## config.mk

```make
export PLATFORM = sky130hd
export DESIGN_NAME = modular_exponentiation
export DESIGN_NICKNAME = d
export VERILOG_FILES = /design/src/hw/rtl/modexp_pkg.sv /design/src/hw/rtl/modexp_dp.sv /design/src/hw/rtl/modexp_ctrl.sv /design/src/hw/rtl/modular_exponentiation.sv
export SDC_FILE = /design/constraint.sdc
export NUM_CORES = 2
export LEC_CHECK = 0
export BUFFER_PORTS_ARGS = -buffer_cell sky130_fd_sc_hd__buf_2
export CAP_MARGIN = 25
export CORE_MARGIN = 2
export CORE_UTILIZATION = 42
export DETAILED_ROUTE_END_ITERATION = 10
export SKIP_CTS_REPAIR_TIMING = 1
export SYNTH_ARGS = -nofsm -noshare
export SYNTH_HDL_FRONTEND = slang
export SYNTH_SLANG_ARGS = --single-unit
```

## constraint.sdc

```tcl
create_clock -name clk -period 5.3 [get_ports clk]
set_input_delay 1.06 -clock clk [delete_from_list [all_inputs] [get_ports clk]]
set_output_delay 1.06 -clock clk [all_outputs]
set_load 0.03 [all_outputs]
```

## src/hw/rtl/modexp_pkg.sv

```systemverilog
`timescale 1ns / 1ps

package modexp_pkg;

    localparam int WIDTH = 63;
    localparam int CNT_W = $clog2(WIDTH);
    localparam int IN_DATA_W = ((2 * WIDTH + 7) / 8) * 8;
    localparam int OUT_DATA_W = ((WIDTH + 7) / 8) * 8;

    typedef logic [WIDTH-1:0] word_t;

    typedef enum logic [2:0] {
        ST_IDLE,
        ST_REDUCE,
        ST_CHECK,
        ST_MUL,
        ST_SQR,
        ST_FINISH
    } state_t;

    typedef enum logic {
        SEL_ACC,
        SEL_BASE
    } mul_sel_t;

    typedef struct packed {
        logic     load;
        logic     div_step;
        logic     mul_start;
        mul_sel_t start_sel;
        logic     mul_step;
        logic     commit;
        mul_sel_t commit_sel;
        logic     e_shift;
    } cmd_t;

    typedef struct packed {
        logic div_last;
        logic e_zero;
        logic e_lsb;
        logic pb_zero;
    } status_t;

endpackage

```

## src/hw/rtl/modexp_dp.sv

```systemverilog
`timescale 1ns / 1ps

module modexp_dp (
    input  logic                  clk,
    input  modexp_pkg::cmd_t      cmd,
    input  modexp_pkg::word_t     modulus,
    input  modexp_pkg::word_t     base_value,
    input  modexp_pkg::word_t     exponent,
    output modexp_pkg::status_t   status,
    output modexp_pkg::word_t     power_result
);
    import modexp_pkg::*;

    word_t            m_reg, m_next;
    word_t            x_reg, x_next;
    word_t            b_reg, b_next;
    word_t            e_reg, e_next;
    word_t            acc_reg, acc_next;
    word_t            padd_reg, padd_next;
    word_t            pb_reg, pb_next;
    word_t            pacc_reg, pacc_next;
    logic [CNT_W-1:0] cnt_reg, cnt_next;

    logic [WIDTH:0]   rem_sh;
    logic [WIDTH:0]   m_ext;
    logic [WIDTH:0]   sum_acc;
    logic [WIDTH:0]   sum_dbl;
    word_t            start_src;

    assign m_ext     = {1'b0, m_reg};
    assign rem_sh    = {b_reg, x_reg[WIDTH-1]};
    assign sum_acc   = {1'b0, pacc_reg} + {1'b0, padd_reg};
    assign sum_dbl   = {padd_reg, 1'b0};
    assign start_src = (cmd.start_sel == SEL_BASE) ? b_reg : acc_reg;

    always_comb
    begin
        m_next    = m_reg;
        x_next    = x_reg;
        b_next    = b_reg;
        e_next    = e_reg;
        acc_next  = acc_reg;
        padd_next = padd_reg;
        pb_next   = pb_reg;
        pacc_next = pacc_reg;
        cnt_next  = cnt_reg;

        if (cmd.load)
        begin
            // a zero modulus behaves as a modulus of one
            m_next   = (modulus == '0) ? word_t'(1) : modulus;
            x_next   = base_value;
            b_next   = '0;
            e_next   = exponent;
            acc_next = word_t'(1);
            cnt_next = CNT_W'(WIDTH - 1);
        end

        // restoring remainder, one dividend bit per cycle
        if (cmd.div_step)
        begin
            if (rem_sh >= m_ext)
                b_next = word_t'(rem_sh - m_ext);
            else
                b_next = rem_sh[WIDTH-1:0];
            x_next   = {x_reg[WIDTH-2:0], 1'b0};
            cnt_next = cnt_reg - CNT_W'(1);
        end

        if (cmd.commit)
        begin
            if (cmd.commit_sel == SEL_BASE)
                b_next = pacc_reg;
            else
                acc_next = pacc_reg;
        end

        // the source is below the modulus except the initial one with modulus one
        if (cmd.mul_start)
        begin
            padd_next = (start_src >= m_reg) ? (start_src - m_reg) : start_src;
            pb_next   = b_reg;
            pacc_next = '0;
        end

        // add-and-double step over the multiplier bits
        if (cmd.mul_step)
        begin
            if (pb_reg[0])
            begin
                if (sum_acc >= m_ext)
                    pacc_next = word_t'(sum_acc - m_ext);
                else
                    pacc_next = sum_acc[WIDTH-1:0];
            end
            if (sum_dbl >= m_ext)
                padd_next = word_t'(sum_dbl - m_ext);
            else
                padd_next = sum_dbl[WIDTH-1:0];
            pb_next = {1'b0, pb_reg[WIDTH-1:1]};
        end

        if (cmd.e_shift)
            e_next = {1'b0, e_reg[WIDTH-1:1]};
    end

    always_ff @(posedge clk)
    begin
        m_reg    <= m_next;
        x_reg    <= x_next;
        b_reg    <= b_next;
        e_reg    <= e_next;
        acc_reg  <= acc_next;
        padd_reg <= padd_next;
        pb_reg   <= pb_next;
        pacc_reg <= pacc_next;
        cnt_reg  <= cnt_next;
    end

    assign status.div_last = (cnt_reg == '0);
    assign status.e_zero   = (e_reg == '0);
    assign status.e_lsb    = e_reg[0];
    assign status.pb_zero  = (pb_reg == '0);
    assign power_result    = acc_reg;

endmodule

```

## src/hw/rtl/modexp_ctrl.sv

```systemverilog
`timescale 1ns / 1ps

module modexp_ctrl (
    input  logic                clk,
    input  logic                rst_n,
    input  logic                in_valid,
    output logic                in_ready,
    input  logic                out_free,
    output logic                out_load,
    input  modexp_pkg::status_t status,
    output modexp_pkg::cmd_t    cmd
);
    import modexp_pkg::*;

    state_t state_reg, state_next;

    always_ff @(posedge clk or negedge rst_n)
    begin
        if (!rst_n)
            state_reg <= ST_IDLE;
        else
            state_reg <= state_next;
    end

    always_comb
    begin
        state_next     = state_reg;
        cmd            = '0;
        cmd.start_sel  = SEL_ACC;
        cmd.commit_sel = SEL_ACC;
        in_ready       = 1'b0;
        out_load       = 1'b0;

        unique case (state_reg)
            ST_IDLE:
            begin
                in_ready = 1'b1;
                if (in_valid)
                begin
                    cmd.load   = 1'b1;
                    state_next = ST_REDUCE;
                end
            end
            ST_REDUCE:
            begin
                cmd.div_step = 1'b1;
                if (status.div_last)
                    state_next = ST_CHECK;
            end
            ST_CHECK:
            begin
                if (status.e_zero)
                    state_next = ST_FINISH;
                else if (status.e_lsb)
                begin
                    cmd.mul_start = 1'b1;
                    cmd.start_sel = SEL_ACC;
                    state_next    = ST_MUL;
                end
                else
                begin
                    cmd.mul_start = 1'b1;
                    cmd.start_sel = SEL_BASE;
                    state_next    = ST_SQR;
                end
            end
            ST_MUL:
            begin
                if (status.pb_zero)
                begin
                    // store the product and go straight on to the square
                    cmd.commit     = 1'b1;
                    cmd.commit_sel = SEL_ACC;
                    cmd.mul_start  = 1'b1;
                    cmd.start_sel  = SEL_BASE;
                    state_next     = ST_SQR;
                end
                else
                    cmd.mul_step = 1'b1;
            end
            ST_SQR:
            begin
                if (status.pb_zero)
                begin
                    cmd.commit     = 1'b1;
                    cmd.commit_sel = SEL_BASE;
                    cmd.e_shift    = 1'b1;
                    state_next     = ST_CHECK;
                end
                else
                    cmd.mul_step = 1'b1;
            end
            ST_FINISH:
            begin
                // hold until the output register can take the result
                if (out_free)
                begin
                    out_load   = 1'b1;
                    state_next = ST_IDLE;
                end
            end
            default:
                state_next = ST_IDLE;
        endcase
    end

endmodule

```

## src/hw/rtl/modular_exponentiation.sv

```systemverilog
`timescale 1ns / 1ps

// Modular exponentiation: power_result = base_value ** exponent mod modulus.
// Input stream s_axis carries base_value and exponent; output stream m_axis
// carries one power_result per input transfer. The cfg channel writes the
// modulus (reset value 1, zero acts as one); write it only while idle.
// An item first reduces the base, one bit per cycle, then walks the exponent
// from its low bit: a check per bit, plus for a set bit an add-and-double
// product into the accumulator, plus a square of the base, both on the same
// add-and-double registers. A new item is accepted in the cycle after the
// previous result is loaded into the output register.
// The result sits in an output register: the next item is accepted and runs
// while it waits. If the receiver stalls, a finished result holds in the
// datapath until the output register frees up.
// Reset clears the controller and output valid and sets the modulus to 1.
module modular_exponentiation (
    input  logic                                 clk,
    input  logic                                 rst_n,
    input  logic                                 s_axis_tvalid,
    output logic                                 s_axis_tready,
    // base_value [62:0], exponent [125:63], zero pad
    input  logic [modexp_pkg::IN_DATA_W-1:0]     s_axis_tdata,
    output logic                                 m_axis_tvalid,
    input  logic                                 m_axis_tready,
    // power_result [62:0], zero pad
    output logic [modexp_pkg::OUT_DATA_W-1:0]    m_axis_tdata,
    input  logic                                 cfg_valid,
    output logic                                 cfg_ready,
    input  logic [modexp_pkg::WIDTH-1:0]         cfg_data
);
    import modexp_pkg::*;

    word_t   modulus_reg;
    logic    out_valid_reg, out_valid_next;
    word_t   out_data_reg;
    logic    out_free;
    logic    out_load;
    cmd_t    cmd;
    status_t status;
    word_t   power_result;

    assign cfg_ready = 1'b1;
    assign out_free  = !out_valid_reg || m_axis_tready;

    always_ff @(posedge clk or negedge rst_n)
    begin
        if (!rst_n)
            modulus_reg <= word_t'(1);
        else if (cfg_valid)
            modulus_reg <= cfg_data;
    end

    always_comb
    begin
        out_valid_next = out_valid_reg;
        if (out_load)
            out_valid_next = 1'b1;
        else if (m_axis_tready)
            out_valid_next = 1'b0;
    end

    always_ff @(posedge clk or negedge rst_n)
    begin
        if (!rst_n)
            out_valid_reg <= 1'b0;
        else
            out_valid_reg <= out_valid_next;
    end

    always_ff @(posedge clk)
    begin
        if (out_load)
            out_data_reg <= power_result;
    end

    assign m_axis_tvalid = out_valid_reg;
    assign m_axis_tdata  = OUT_DATA_W'(out_data_reg);

    modexp_ctrl u_ctrl (
        .clk      (clk),
        .rst_n    (rst_n),
        .in_valid (s_axis_tvalid),
        .in_ready (s_axis_tready),
        .out_free (out_free),
        .out_load (out_load),
        .status   (status),
        .cmd      (cmd)
    );

    modexp_dp u_dp (
        .clk          (clk),
        .cmd          (cmd),
        .modulus      (modulus_reg),
        .base_value   (s_axis_tdata[WIDTH-1:0]),
        .exponent     (s_axis_tdata[2*WIDTH-1:WIDTH]),
        .status       (status),
        .power_result (power_result)
    );

endmodule
```

==> results list <==
- Run status: finished with violations
* Violated checks: negative setup slack
* Clock insertion delay at the later pin of the skew report: around 0.67 ns
- Number of cells on the critical path: 25
- Largest net degree at the start of global routing: 150
- For this run, design rule violations remaining after detail routing come to 0.
* Die width: about 330 um
* Total die area: about 0.11 mm^2
* Number of flip-flops and latches in the synthesized netlist: 640
- Share of post-route cells with drive strength above 1: between 20% and 30%
- Wires add up to between 150 and 200 mm.
- The endpoint identified for the worst register-to-register timing path is u_dp.padd_reg[0].
* Number of buffer and inverter instances along the worst setup path: 8
- Areal power density over the cells: between 700 and 800 mW/mm^2
- Critical Path Source Type: flop
* Final Cycle Share: 111%
* Via count of the first global-routing pass: between 40,000 and 50,000
- The worst register-to-register path has a depth of 25.
- For this run, the detailed router's first-pass iteration total came to 6.
- Setup violations remaining at the end of the flow were counted as ~130.
* Vertical extent of the die: about 330 um
- The smallest clock period supported by the final layout is computed as a little under 6 ns.
* Number of top-level design ports: between 200 and 300
- Counting flops with a built-in enable in the synthesized netlist gives about 380.
* Worst clock skew on the final layout: about 0.037 ns
* Share of synthesized area occupied by flip-flops and latches: ~37%
- After layout, the worst setup slack is -0.598 ns.
- HPWL after DPL: 134 mm
* Largest fanout on the critical path: 9
* Peak supply drop: between 0.0004 and 0.0005 V
- The total overflow left after global routing is 0.
* CP endpoint kind: flop
- Crit path max-delay cell type: sky130_fd_sc_hd__edfxtp_1
- Summed over all instances, the cell type with the most area after synthesis is sky130_fd_sc_hd__edfxtp_1.
- Summed over its instances, the top area cell type makes up around 25% of the synthesized netlist area.
- The clock tree synthesis step divided the H-tree into 3 levels.
- Count of pins over their slew limit: 0
- Among cell families on the critical path, the largest total delay comes from simple AND/OR/NAND/NOR gates.
* Post-synth ARST share: 10.5%
- The detailed router placed approximately 44,000 vias in this run.
* Initial detailed-routing violation count: about 4,300
- By instance count, the leading cell after synthesis is sky130_fd_sc_hd__nand2_1.
- Starting density of the core: between 40 and 50%
* Worst path required time: 5.71 ns
- The worst register-to-register path begins at u_dp.pb_reg[26].
* Post-Syn Area: ~0.046 mm^2
* Most used flip-flop cell after synthesis: sky130_fd_sc_hd__edfxtp_1
- TritonCTS clock tree: yes
- Clk Tree Root Cell: sky130_fd_sc_hd__clkbuf_16
- Yosys printed 0 warnings.
- Setup repair after global routing could not meet its margin everywhere.
- Relative to the synthesized area, the layout overhead comes to 29.7%.
- Number of sinks driven by the clock tree: between 600 and 700
* Cell mode on critical path: sky130_fd_sc_hd__buf_12
- Fin nets: 6,761
- In this run the worst hold path is classified as input port to async pin.
* Post-Syn Nets: 5,870
* Hold violation total from the final report: 0
- Clock edge transition at the registers on the reported setup and hold paths: 0.06 ns
- Count of input and output buffers: about 260
- The analysis attributes to cell leakage a power of ~0.027 uW.
- CTS max path bufs: 3
- Number of buffers created by CTS: 77
- For this run, the total global-route usage over all layers was measured as ~29%.
- The completed layout was analyzed and its total power is roughly 43,000 uW.
- Timing would allow up to 170 MHz.
- Sum Neg Setup Slack: -52.75 ns
- After synthesis, the mean cell area works out to 8.57 um^2.
- Crit-path max cell delay: about 0.43 ns
- In the routed layout, each cell is associated on average with a via count of roughly 5.7.
- At the end of routability-driven placement, the weighted congestion stood at around 1.
- Post-synthesis instance total: 5,352
* Wire length of the first global-routing pass: around 250 mm
- In this run the remaining antenna-violating nets after routing total 0.
* Normalized max-slew margin: ~34%
* Area of the core: roughly 0.11 mm^2
- Drt wl/cell: ~23 um
- Ranked by total cell area, the synthesized netlist is headed by sky130_fd_sc_hd__edfxtp_1 25%, sky130_fd_sc_hd__ha_1 8.6%, sky130_fd_sc_hd__dfxtp_1 8.4%.
- Total number of placement rows: between 100 and 150
- Most frequent cells after synthesis: 956 x sky130_fd_sc_hd__nand2_1, 453 x sky130_fd_sc_hd__a21oi_1, 381 x sky130_fd_sc_hd__edfxtp_1, 317 x sky130_fd_sc_hd__ha_1, 307 x sky130_fd_sc_hd__clkbuf_1
- Number of library cell types mapped by synthesis: 96
* Arrival time of the worst setup path: roughly 6.3 ns
* Antenna violations before repair: 9
* Slew of the pin with the lowest slew margin: roughly 1.0 ns
* Worst reg2reg setup slack: -0.60 ns
- Type of the worst setup path: flop to flop
- # Max-Cap Violations: 0
==> cell families (layout without fill, tap and decap cells) <==
group	after synthesis	in the layout	synth area share (%)
AO/OA/AOI/OAI	1602	1606	22.5
buffers and inverters	514	1464	4.38
XOR/XNOR	288	288	5.50
other	2	5	0.0164
AND/OR/NAND/NOR	1803	1804	17.5
multiplexers	181	181	4.30
adder cells (fa/ha/maj)	322	322	8.86
flip-flops	640	640	37.0
==> routing by layer <==
| metal | vias to the layer above | share of wire [%] | track usage [%] |
|---|---|---|---|
| li1 | 21329 | - | - |
| met1 | 21065 | 45 | 42.5 |
| met2 | 1780 | 43 | 43.1 |
| met3 | 204 | 9.9 | 6.42 |
| met4 | 8 | 2.6 | 7.03 |
| met5 | - | 0.030 | 0 |
==> how the worst max path moves through the flow <==
stage               startpoint           endpoint  slack (ns)
2_1_floorplan  u_dp.pb_reg[39]  u_dp.padd_reg[60]        0.04
3_3_place_gp   u_dp.pb_reg[25]  u_dp.padd_reg[55]       -1.17
3_5_place_dp   u_dp.pb_reg[25]  u_dp.padd_reg[17]       -1.11
4_1_cts        u_dp.pb_reg[25]  u_dp.padd_reg[58]       -1.18
5_1_grt        u_dp.pb_reg[26]  u_dp.padd_reg[12]       -0.64
6_report       u_dp.pb_reg[26]   u_dp.padd_reg[0]       -0.60
==> worst reg2reg max path: cells and delay by family (launching register included) <==
family	cells	cell delay (ns)
buffers and inverters	8	1.39
adder cells (fa/ha/maj)	1	0.32
flip-flops	1	0.43
multiplexers	1	0.41
AO/OA/AOI/OAI	7	1.38
AND/OR/NAND/NOR	8	1.76
==> where the power goes <==
part,switching [uW],internal [uW],total [uW]
sequential,1240,7240,8480
combinational,16300,12600,28800
clock,2270,3320,5590
total,19800,23100,42900
==> per-stage QoR <==
stage | hold slack (ns) | setup slack [ns] | instance area [um^2] | cells | util [%]
2_1_floorplan | 0.424 | 0.0405 | 45900 | 5352 | -
3_3_place_gp | 0.438 | -1.17 | 54300 | 7511 | 50.0
3_5_place_dp | 0.446 | -1.11 | 54300 | 7512 | 50.0
4_1_cts | 0.191 | -1.18 | 56900 | 7655 | 52.4
5_1_grt | 0.212 | -0.642 | 59500 | 7721 | 54.8
6_report | 0.221 | -0.598 | 59500 | 7724 | 54.8
==> final cells by class <==
class	count	area (um^2)
fillers	9874	49100
multi-input cells	4203	28800
flip-flops and latches	640	17000
repair buffers	1177	8760
clock buffers	101	2150
well taps	1414	1770
inverters	144	543
clock inverters	42	488
diodes	3	7.51
==> cell usage in the layout, fill, tap and decap left out, types with 31 or more instances in the layout <==
| cell type | count |
|---|---|
| sky130_fd_sc_hd__buf_2 | 259 |
| sky130_fd_sc_hd__nand4_1 | 101 |
| sky130_fd_sc_hd__mux2i_1 | 41 |
| sky130_fd_sc_hd__a211oi_1 | 63 |
| sky130_fd_sc_hd__xnor2_1 | 162 |
| sky130_fd_sc_hd__o21a_1 | 43 |
| sky130_fd_sc_hd__o21ai_1 | 57 |
| sky130_fd_sc_hd__a21oi_1 | 420 |
| sky130_fd_sc_hd__o21bai_1 | 51 |
| sky130_fd_sc_hd__o21ai_0 | 223 |
| sky130_fd_sc_hd__ha_1 | 284 |
| sky130_fd_sc_hd__buf_4 | 853 |
| sky130_fd_sc_hd__a22o_1 | 62 |
| sky130_fd_sc_hd__nand2b_1 | 45 |
| sky130_fd_sc_hd__nand3_1 | 131 |
| sky130_fd_sc_hd__dfxtp_1 | 192 |
| sky130_fd_sc_hd__nor2b_1 | 45 |
| sky130_fd_sc_hd__nand2_1 | 913 |
| sky130_fd_sc_hd__nor3_1 | 48 |
| sky130_fd_sc_hd__nor2_1 | 273 |
| sky130_fd_sc_hd__nor4_1 | 47 |
| sky130_fd_sc_hd__edfxtp_1 | 381 |
| sky130_fd_sc_hd__inv_1 | 142 |
| sky130_fd_sc_hd__a21o_1 | 212 |
| sky130_fd_sc_hd__a21oi_2 | 31 |
| sky130_fd_sc_hd__clkbuf_16 | 92 |
| sky130_fd_sc_hd__nand2_2 | 31 |
| sky130_fd_sc_hd__o211ai_1 | 56 |
| sky130_fd_sc_hd__a31oi_1 | 86 |
| sky130_fd_sc_hd__dfrtp_1 | 66 |
| sky130_fd_sc_hd__xor2_1 | 119 |
| sky130_fd_sc_hd__mux2_2 | 115 |
(Power assumes the default switching activity.)
